`src/hw/rtl/spmf_pkg.sv`:
```
`timescale 1ns / 1ps
// ----------------------------------------------------------------------------
// spmf_pkg
// shared sizes and the decision record for the strict priority ring queues
// ----------------------------------------------------------------------------
package spmf_pkg;

    localparam int LEVELS      = 4;
    localparam int QUEUE_DEPTH = 64;
    localparam int HANDLE_BITS = 16;

    localparam int SLOT_COUNT = LEVELS * QUEUE_DEPTH;
    localparam int PTR_W      = $clog2(QUEUE_DEPTH);
    localparam int ADDR_W     = (SLOT_COUNT > 1) ? $clog2(SLOT_COUNT) : 1;
    localparam int PRIO_W     = 2;

    typedef enum logic
    {
        OP_ENQUEUE = 1'b0,
        OP_DEQUEUE = 1'b1
    } op_t;

    // what the pointer logic decides for one accepted item
    typedef struct packed
    {
        logic              ok;
        logic              wr_en;
        logic              rd_en;
        logic [PRIO_W-1:0] level;
        logic [ADDR_W-1:0] addr;
    } spmf_dec_t;

endpackage

```
`src/hw/rtl/strict_priority_multi_fifo.sv`:
```
`timescale 1ns / 1ps
// ----------------------------------------------------------------------------
// strict_priority_multi_fifo
// one ring queue per priority level in a shared slot ram, strict priority pop
// ----------------------------------------------------------------------------
//  channel   handshake            payload
//  input     in_valid / in_ready  op, priority_req, handle
//  output    out_valid/out_ready  ok, out_handle, out_level
//
//  one item per cycle unless a waiting result stalls in_ready; its result
//  comes the cycle after the transfer, once the single-port ram read returns.
//  pointers move at input transfer, so the next item sees them at once.
//  a waiting result holds the pipe: in_ready follows out_ready then.
//  reset clears all ring pointers; the slot ram needs no clearing.
// ----------------------------------------------------------------------------
module strict_priority_multi_fifo (
    input  logic                             clk,
    input  logic                             rst_n,
    input  logic                             in_valid,
    output logic                             in_ready,
    input  logic                             op,
    input  logic [spmf_pkg::PRIO_W-1:0]      priority_req,
    input  logic [spmf_pkg::HANDLE_BITS-1:0] handle,
    output logic                             out_valid,
    input  logic                             out_ready,
    output logic                             ok,
    output logic [spmf_pkg::HANDLE_BITS-1:0] out_handle,
    output logic [spmf_pkg::PRIO_W-1:0]      out_level
);
    import spmf_pkg::*;

    logic                   accept;
    spmf_dec_t              dec;
    logic [HANDLE_BITS-1:0] rdata;

    logic              res_valid_reg;
    logic              res_ok_reg;
    logic              res_deq_reg;
    logic [PRIO_W-1:0] res_level_reg;

    assign in_ready = !res_valid_reg || out_ready;
    assign accept   = in_valid && in_ready;

    spmf_ptr_ctrl u_ptr (
        .clk          (clk),
        .rst_n        (rst_n),
        .accept       (accept),
        .op           (op),
        .priority_req (priority_req),
        .dec          (dec)
    );

    spmf_slot_ram #(
        .DEPTH  (SLOT_COUNT),
        .WIDTH  (HANDLE_BITS),
        .ADDR_W (ADDR_W)
    ) u_ram (
        .clk   (clk),
        .we    (accept && dec.wr_en),
        .re    (accept && dec.rd_en),
        .addr  (dec.addr),
        .wdata (handle),
        .rdata (rdata)
    );

    always_ff @(posedge clk or negedge rst_n)
    begin
        if (!rst_n)
        begin
            res_valid_reg <= 1'b0;
        end
        else if (in_ready)
        begin
            res_valid_reg <= in_valid;
        end
    end

    always_ff @(posedge clk)
    begin
        if (accept)
        begin
            res_ok_reg    <= dec.ok;
            res_deq_reg   <= dec.rd_en;
            res_level_reg <= dec.level;
        end
    end

    assign out_valid  = res_valid_reg;
    assign ok         = res_ok_reg;
    assign out_handle = res_deq_reg ? rdata : '0;
    assign out_level  = res_level_reg;

`ifndef ASSERT_OFF
    a_deq_implies_ok: assert property (@(posedge clk) disable iff (!rst_n)
        (out_valid && res_deq_reg) |-> res_ok_reg)
        else $error("ram read issued for a dequeue that found nothing");

    a_level_zero_on_miss: assert property (@(posedge clk) disable iff (!rst_n)
        (out_valid && !res_deq_reg) |-> (out_level == '0 && out_handle == '0))
        else $error("level or handle set on a result without a dequeue");

    a_result_follows: assert property (@(posedge clk) disable iff (!rst_n)
        accept |=> out_valid)
        else $error("transfer without a result the next cycle");
`endif

endmodule

```
`src/hw/rtl/spmf_slot_ram.sv`:
```
`timescale 1ns / 1ps
// ----------------------------------------------------------------------------
// spmf_slot_ram
// single-port synchronous ram, registered read, read data held
// ----------------------------------------------------------------------------
module spmf_slot_ram #(
    parameter int DEPTH  = 256,
    parameter int WIDTH  = 16,
    parameter int ADDR_W = 8
) (
    input  logic              clk,
    input  logic              we,
    input  logic              re,
    input  logic [ADDR_W-1:0] addr,
    input  logic [WIDTH-1:0]  wdata,
    output logic [WIDTH-1:0]  rdata
);

    logic [WIDTH-1:0] mem [DEPTH];
    logic [WIDTH-1:0] rdata_reg;

    always_ff @(posedge clk)
    begin
        if (we)
        begin
            mem[addr] <= wdata;
        end
        if (re)
        begin
            rdata_reg <= mem[addr];
        end
    end

    assign rdata = rdata_reg;

endmodule

```
`src/hw/rtl/spmf_ptr_ctrl.sv`:
```
`timescale 1ns / 1ps
// ----------------------------------------------------------------------------
// spmf_ptr_ctrl
// per-level head and tail pointers, full and empty flags, priority select
// ----------------------------------------------------------------------------
module spmf_ptr_ctrl (
    input  logic                       clk,
    input  logic                       rst_n,
    input  logic                       accept,
    input  logic                       op,
    input  logic [spmf_pkg::PRIO_W-1:0] priority_req,
    output spmf_pkg::spmf_dec_t        dec
);
    import spmf_pkg::*;

    logic [PTR_W-1:0] wp_reg [LEVELS];
    logic [PTR_W-1:0] rp_reg [LEVELS];
    logic [LEVELS-1:0] empty;
    logic [LEVELS-1:0] full;

    logic              enq_in_range;
    logic [PRIO_W-1:0] enq_lvl;
    logic              any_valid;
    logic [PRIO_W-1:0] deq_lvl;
    logic [PTR_W-1:0]  wp_sel;
    logic [PTR_W-1:0]  rp_sel;

    function automatic logic [PTR_W-1:0] bump(input logic [PTR_W-1:0] p);
        logic [PTR_W-1:0] r;
        if (p == PTR_W'(QUEUE_DEPTH - 1))
        begin
            r = '0;
        end
        else
        begin
            r = p + PTR_W'(1);
        end
        return r;
    endfunction

    function automatic logic [ADDR_W-1:0] slot_addr(input logic [PRIO_W-1:0] l,
                                                    input logic [PTR_W-1:0]  p);
        return ADDR_W'(ADDR_W'(l) * ADDR_W'(QUEUE_DEPTH)) + ADDR_W'(p);
    endfunction

    always_comb
    begin
        for (int i = 0; i < LEVELS; i++)
        begin
            empty[i] = (rp_reg[i] == wp_reg[i]);
            full[i]  = (bump(wp_reg[i]) == rp_reg[i]);
        end
    end

    // highest non-empty level wins
    always_comb
    begin
        any_valid = 1'b0;
        deq_lvl   = '0;
        for (int i = 0; i < LEVELS; i++)
        begin
            if (!empty[i])
            begin
                any_valid = 1'b1;
                deq_lvl   = PRIO_W'(i);
            end
        end
    end

    assign enq_in_range = (32'(priority_req) < LEVELS);
    assign enq_lvl      = priority_req;

    always_comb
    begin
        wp_sel = '0;
        rp_sel = '0;
        for (int i = 0; i < LEVELS; i++)
        begin
            if (enq_lvl == PRIO_W'(i))
            begin
                wp_sel = wp_reg[i];
            end
            if (deq_lvl == PRIO_W'(i))
            begin
                rp_sel = rp_reg[i];
            end
        end
    end

    always_comb
    begin
        dec = '0;
        case (op_t'(op))
            OP_ENQUEUE:
            begin
                dec.wr_en = enq_in_range && !full[enq_lvl];
                dec.ok    = dec.wr_en;
                dec.addr  = slot_addr(enq_lvl, wp_sel);
            end
            OP_DEQUEUE:
            begin
                dec.rd_en = any_valid;
                dec.ok    = any_valid;
                dec.level = any_valid ? deq_lvl : '0;
                dec.addr  = slot_addr(deq_lvl, rp_sel);
            end
            default:
            begin
                dec = '0;
            end
        endcase
    end

    always_ff @(posedge clk or negedge rst_n)
    begin
        if (!rst_n)
        begin
            for (int i = 0; i < LEVELS; i++)
            begin
                wp_reg[i] <= '0;
                rp_reg[i] <= '0;
            end
        end
        else if (accept)
        begin
            for (int i = 0; i < LEVELS; i++)
            begin
                if (dec.wr_en && enq_lvl == PRIO_W'(i))
                begin
                    wp_reg[i] <= bump(wp_reg[i]);
                end
                if (dec.rd_en && deq_lvl == PRIO_W'(i))
                begin
                    rp_reg[i] <= bump(rp_reg[i]);
                end
            end
        end
    end

`ifndef ASSERT_OFF
    a_one_access: assert property (@(posedge clk) disable iff (!rst_n)
        !(dec.wr_en && dec.rd_en))
        else $error("ring write and read decided for one item");

    a_full_not_empty: assert property (@(posedge clk) disable iff (!rst_n)
        (full & empty) == '0)
        else $error("a ring is both full and empty");

    a_deq_miss_all_empty: assert property (@(posedge clk) disable iff (!rst_n)
        (accept && op == OP_DEQUEUE && !dec.ok) |-> (empty == {LEVELS{1'b1}}))
        else $error("dequeue missed while a ring holds entries");

    a_enq_fills_ring: assert property (@(posedge clk) disable iff (!rst_n)
        (accept && dec.wr_en) |=> !empty[$past(enq_lvl)])
        else $error("ring still empty after a stored enqueue");
`endif

endmodule
```
`config.mk`:
```
export PLATFORM = sky130hd
export DESIGN_NAME = strict_priority_multi_fifo
export DESIGN_NICKNAME = d
export VERILOG_FILES = /design/src/hw/rtl/spmf_pkg.sv /design/src/hw/rtl/strict_priority_multi_fifo.sv /design/src/hw/rtl/spmf_slot_ram.sv /design/src/hw/rtl/spmf_ptr_ctrl.sv
export SDC_FILE = /design/constraint.sdc
export NUM_CORES = 2
export LEC_CHECK = 0
export BUFFER_PORTS_ARGS = -buffer_cell sky130_fd_sc_hd__clkbuf_2
export CAP_MARGIN = 20
export CORE_UTILIZATION = 55
export DETAILED_ROUTE_END_ITERATION = 12
export GPL_TIMING_DRIVEN = 0
export PLACE_DENSITY = 0.77
export SLEW_MARGIN = 0
export SYNTH_ARGS = -nofsm -noshare
export SYNTH_HDL_FRONTEND = slang
export SYNTH_HIERARCHICAL = 1
export SYNTH_SLANG_ARGS = --single-unit
export TNS_END_PERCENT = 20
```
`constraint.sdc`:
```
create_clock -name clk -period 5.75 [get_ports clk]
set_input_delay 0.575 -clock clk [delete_from_list [all_inputs] [get_ports clk]]
set_output_delay 0.575 -clock clk [all_outputs]
set_load 0.05 [all_outputs]
```
==> flow_metrics.py <==
metrics = {
    "synth": {
        "synth-edff-count": 4116,
        "syn_nets": 7257,
        "ys.flop_type": "edfxtp_1",
        "synth_area_per_cell_um2": 22.1,
        "synth.distinct_cells": 72,
        "seq_area_frac_synth": 0.781,
        "async_flop_share": 0.0118,
        "yosysWarnings": 6,
        "netlist_instances": 7226,
        "synth-seq-cells": 4165,
        "syn-cell-area_mm2": 0.160,
    },
    "die": {
        "dieArea_mm2": 0.293,
        "fp.dieW_um": 541,
        "die_y_um": 541,
        "initial_core_util": 0.554,
        "ios": 44,
        "rows": 197,
        "design.core.area_mm2": 0.289,
    },
    "global_route": {
        "grt_pass1_vias": 84900,
        "grt-ovfl-total": 0,
        "busiest_layer": "met2",
        "globalRouteMet2Util": 0.480,
        "antenna_found_initial": 21,
        "grt_use_met1": 0.400,
        "track_usage": 0.324,
        "grt_use_met3": 0.113,
        "grt_pass1_wl_mm": 657,
        "grt_max_degree": 137,
    },
    "clock_network": {
        "clock-sinks": 4165,
        "cts_made_buffers": 391,
        "tritoncts": "done",
        "clock_latency_ns": 0.95,
        "clk_pin_slew_worst_paths_ns": 0.07,
        "cts_max_level": 5,
        "cts_root_buf": "clkbuf_16",
        "cts_buffer_depth": 4,
    },
    "sta": {
        "slew_viol_final": 0,
        "finalHoldViolations": 0,
        "relSlewSlack": 0.0773,
        "rsz0062_at_grt": "yes",
        "setup_slack_ns": -0.169,
        "fmax_mhz": 169,
        "fin_crit_ns": 5.92,
        "fin_skew_ns": 0.0750,
        "whs_ns": 0.0496,
        "fin_crit_sh": 1.03,
        "tightest_slew_ns": 1.38,
        "finalSetupTns_ns": -7.65,
        "setup_viol": 180,
    },
    "pwr": {
        "peakVddDrop_mv": 0.332,
        "leakage_nw": 57.4,
        "p_per_area_mw_per_mm2": 450,
    },
    "place": {
        "placed_cells": 11359,
        "dpl_worst_slack_ns": -2.25,
        "dpl.hpwl_mm": 294,
        "io_buffer_count": 43,
        "gp_congestion": 1.02,
    },
    "detailed_routing": {
        "vias": 86370,
        "post_drt_wl_per_cell_um": 39.5,
        "routed_via_density": 7.13,
        "drc_errors": 0,
        "firstDrtPassIters": 7,
        "postRouteAntennaNets": 0,
        "routed_wl_mm": 478,
        "drt_iter0_drc": 15695,
    },
    "critical_path": {
        "critPathSlowestCell": "a21oi_1",
        "path_class": "register to register",
        "cp_num_buf_inv": 7,
        "cp_slowest_stage_delay_ns": 0.82,
        "cp_top_family": "buffers and inverters",
        "worstRegToRegCells": 19,
        "timing.rr.start": "u_ptr/wp_reg[14]",
        "rrSetupSlack_ns": -0.17,
        "crit_fanout": 10,
        "crit_start": "u_ptr/wp_reg[14]",
        "arrival_ns": 6.62,
        "rr_endpoint": "u_ram/rdata[5]",
        "start_kind": "register",
        "crit_required_ns": 6.45,
        "path_cells": "clkbuf_4 -> xor2_1 -> or4_1 -> nor3_2 -> buf_4 -> buf_4 -> mux2i_2 -> a21oi_1 -> mux2i_1 -> a21oi_2 -> buf_6 -> nor2b_1 -> clkbuf_4 -> clkbuf_8 -> clkbuf_1 -> a22oi_1 -> a21oi_1 -> o41ai_2 -> nand4_1",
        "end_kind": "register",
    },
    "final_layout": {
        "layout_common_cells": "edfxtp_1 (4116), mux4_2 (1030), a22oi_1 (443)",
        "area_growth_pct": 16.3,
        "largest_register_ffs": 4096,
        "fin_cells": 12118,
        "drive_above_1_share": 0.334,
        "fin_nets": 7948,
        "layout_commonest_cell": "edfxtp_1",
        "final_util": 0.644,
    },
    "flow_run": {
        "drv_cap": 0,
    },
    "status": {
        "violations": "negative setup slack",
        "status": "complete, but fails checks",
    },
    "hold_path": {
        "hp-start": "handle[5]",
        "hp-class": "primary input to register",
        "holdPathEnd": "u_ram/mem[138][5]",
        "min_path_cells": 1,
    },
}
-- cell usage after synthesis, drive strengths merged, types with 4 or more instances --
cell type / n / area [µm²]
nand2: 64 / 240
o41ai: 66 / 578
or3: 7 / 43.8
nor3: 43 / 241
ha: 8 / 100
and2: 28 / 194
nor3b: 4 / 41.3
clkbuf: 272 / 1020
o2111ai: 4 / 35.0
xnor2: 20 / 175
mux2i: 15 / 150
a31oi: 6 / 37.5
a22oi: 514 / 3860
nand2b: 14 / 95.1
nand4: 23 / 150
nor4: 7 / 43.8
or2: 5 / 31.3
o211ai: 4 / 30.0
nand3: 37 / 185
a21oi: 281 / 1410
o31ai: 7 / 52.6
o21ai: 19 / 98.9
inv: 13 / 48.8
edfxtp: 4116 / 124000
xor2: 26 / 228
mux4: 1030 / 23200
and3: 18 / 113
nor2: 266 / 998
a32o: 4 / 40.0
nor2b: 12 / 75.1
mux2: 11 / 124
dfrtp: 49 / 1230
buf: 195 / 1120
-- cells by family (layout without fill, tap and decap cells) --
| logic type | after synthesis | after routing | share of synthesized area |
|---|---|---|---|
| other | 0 | 9 | 0 |
| and+or+nand+nor | 539 | 539 | 0.0159 |
| adders and majority gates | 8 | 8 | 0.000626 |
| buffers and inverters | 480 | 1483 | 0.0137 |
| muxes | 1056 | 1056 | 0.147 |
| xor gates and xnor gates | 46 | 46 | 0.00252 |
| AOI/OAI and AO/OA | 932 | 932 | 0.0398 |
| DFF | 4165 | 4165 | 0.781 |
-- worst reg2reg max path, stage by stage (launching register included) --
cell and delay [ns]:
dfrtp_1 0.38, clkbuf_4 0.20, xor2_1 0.15, or4_1 0.55
nor3_2 0.13, buf_4 0.18, buf_4 0.13, mux2i_2 0.26
a21oi_1 0.11, mux2i_1 0.18, a21oi_2 0.11, buf_6 0.21
nor2b_1 0.12, clkbuf_4 0.35, clkbuf_8 0.38, clkbuf_1 0.69
a22oi_1 0.24, a21oi_1 0.82, o41ai_2 0.17, nand4_1 0.36
-- area by class of cell --
cell class                      count  area [µm²]
Antenna cell                        9        22.5
Buffer                            459        3010
Clock buffer                      462       10100
Clock inverter                    243        2480
Fill cell                       17430      103000
Inverter                           13        48.8
Multi-Input combinational cell   2581       36000
Sequential cell                  4165      125000
Tap cell                         3880        4850
Timing Repair Buffer              306        4680
-- stage by stage --
stage               power [mW]  area, µm²
detailed placement        55.5     169000
global route              85.1     186000
global placement          55.0     165000
CTS                       82.2     185000
finish                    83.6     186000
floorplan                 47.5     160000
-- how the worst max path moves through the flow --
stage	slack [ns]	depth (start not counted)	to
3_3_place_gp	-4.12	16	u_ram/mem[96][5]
6_report	-0.17	19	u_ram/rdata[5]
5_1_grt	-0.15	13	u_ram/mem[135][3]
2_1_floorplan	0.97	17	u_ram/mem[234][0]
3_5_place_dp	-2.25	18	u_ram/mem[90][7]
4_1_cts	-0.07	19	u_ram/rdata[10]
-- layer usage --
layer	wire length, µm	share of wire
met1	151000	0.31
met3	71900	0.15
met2	215000	0.45
met5	152	0.00032
met4	40900	0.086
-- power breakdown --
part	internal [mW]	switching, mW
registers	33.5	0.127
logic	9.50	14.6
clock network	14.5	11.3
-- repair_timing --
item / 4_1_cts / 5_1_grt
endpoints found under the hold margin: 25 / 0
hold buffers: 4 / 0
resized for setup: 638 / 257
pin swaps: 51 / 41
buffers inserted: 23 / 16
cloned: 0 / 1
setup endpoints to repair: 4071 / 2472
(Power assumes the default switching activity.)
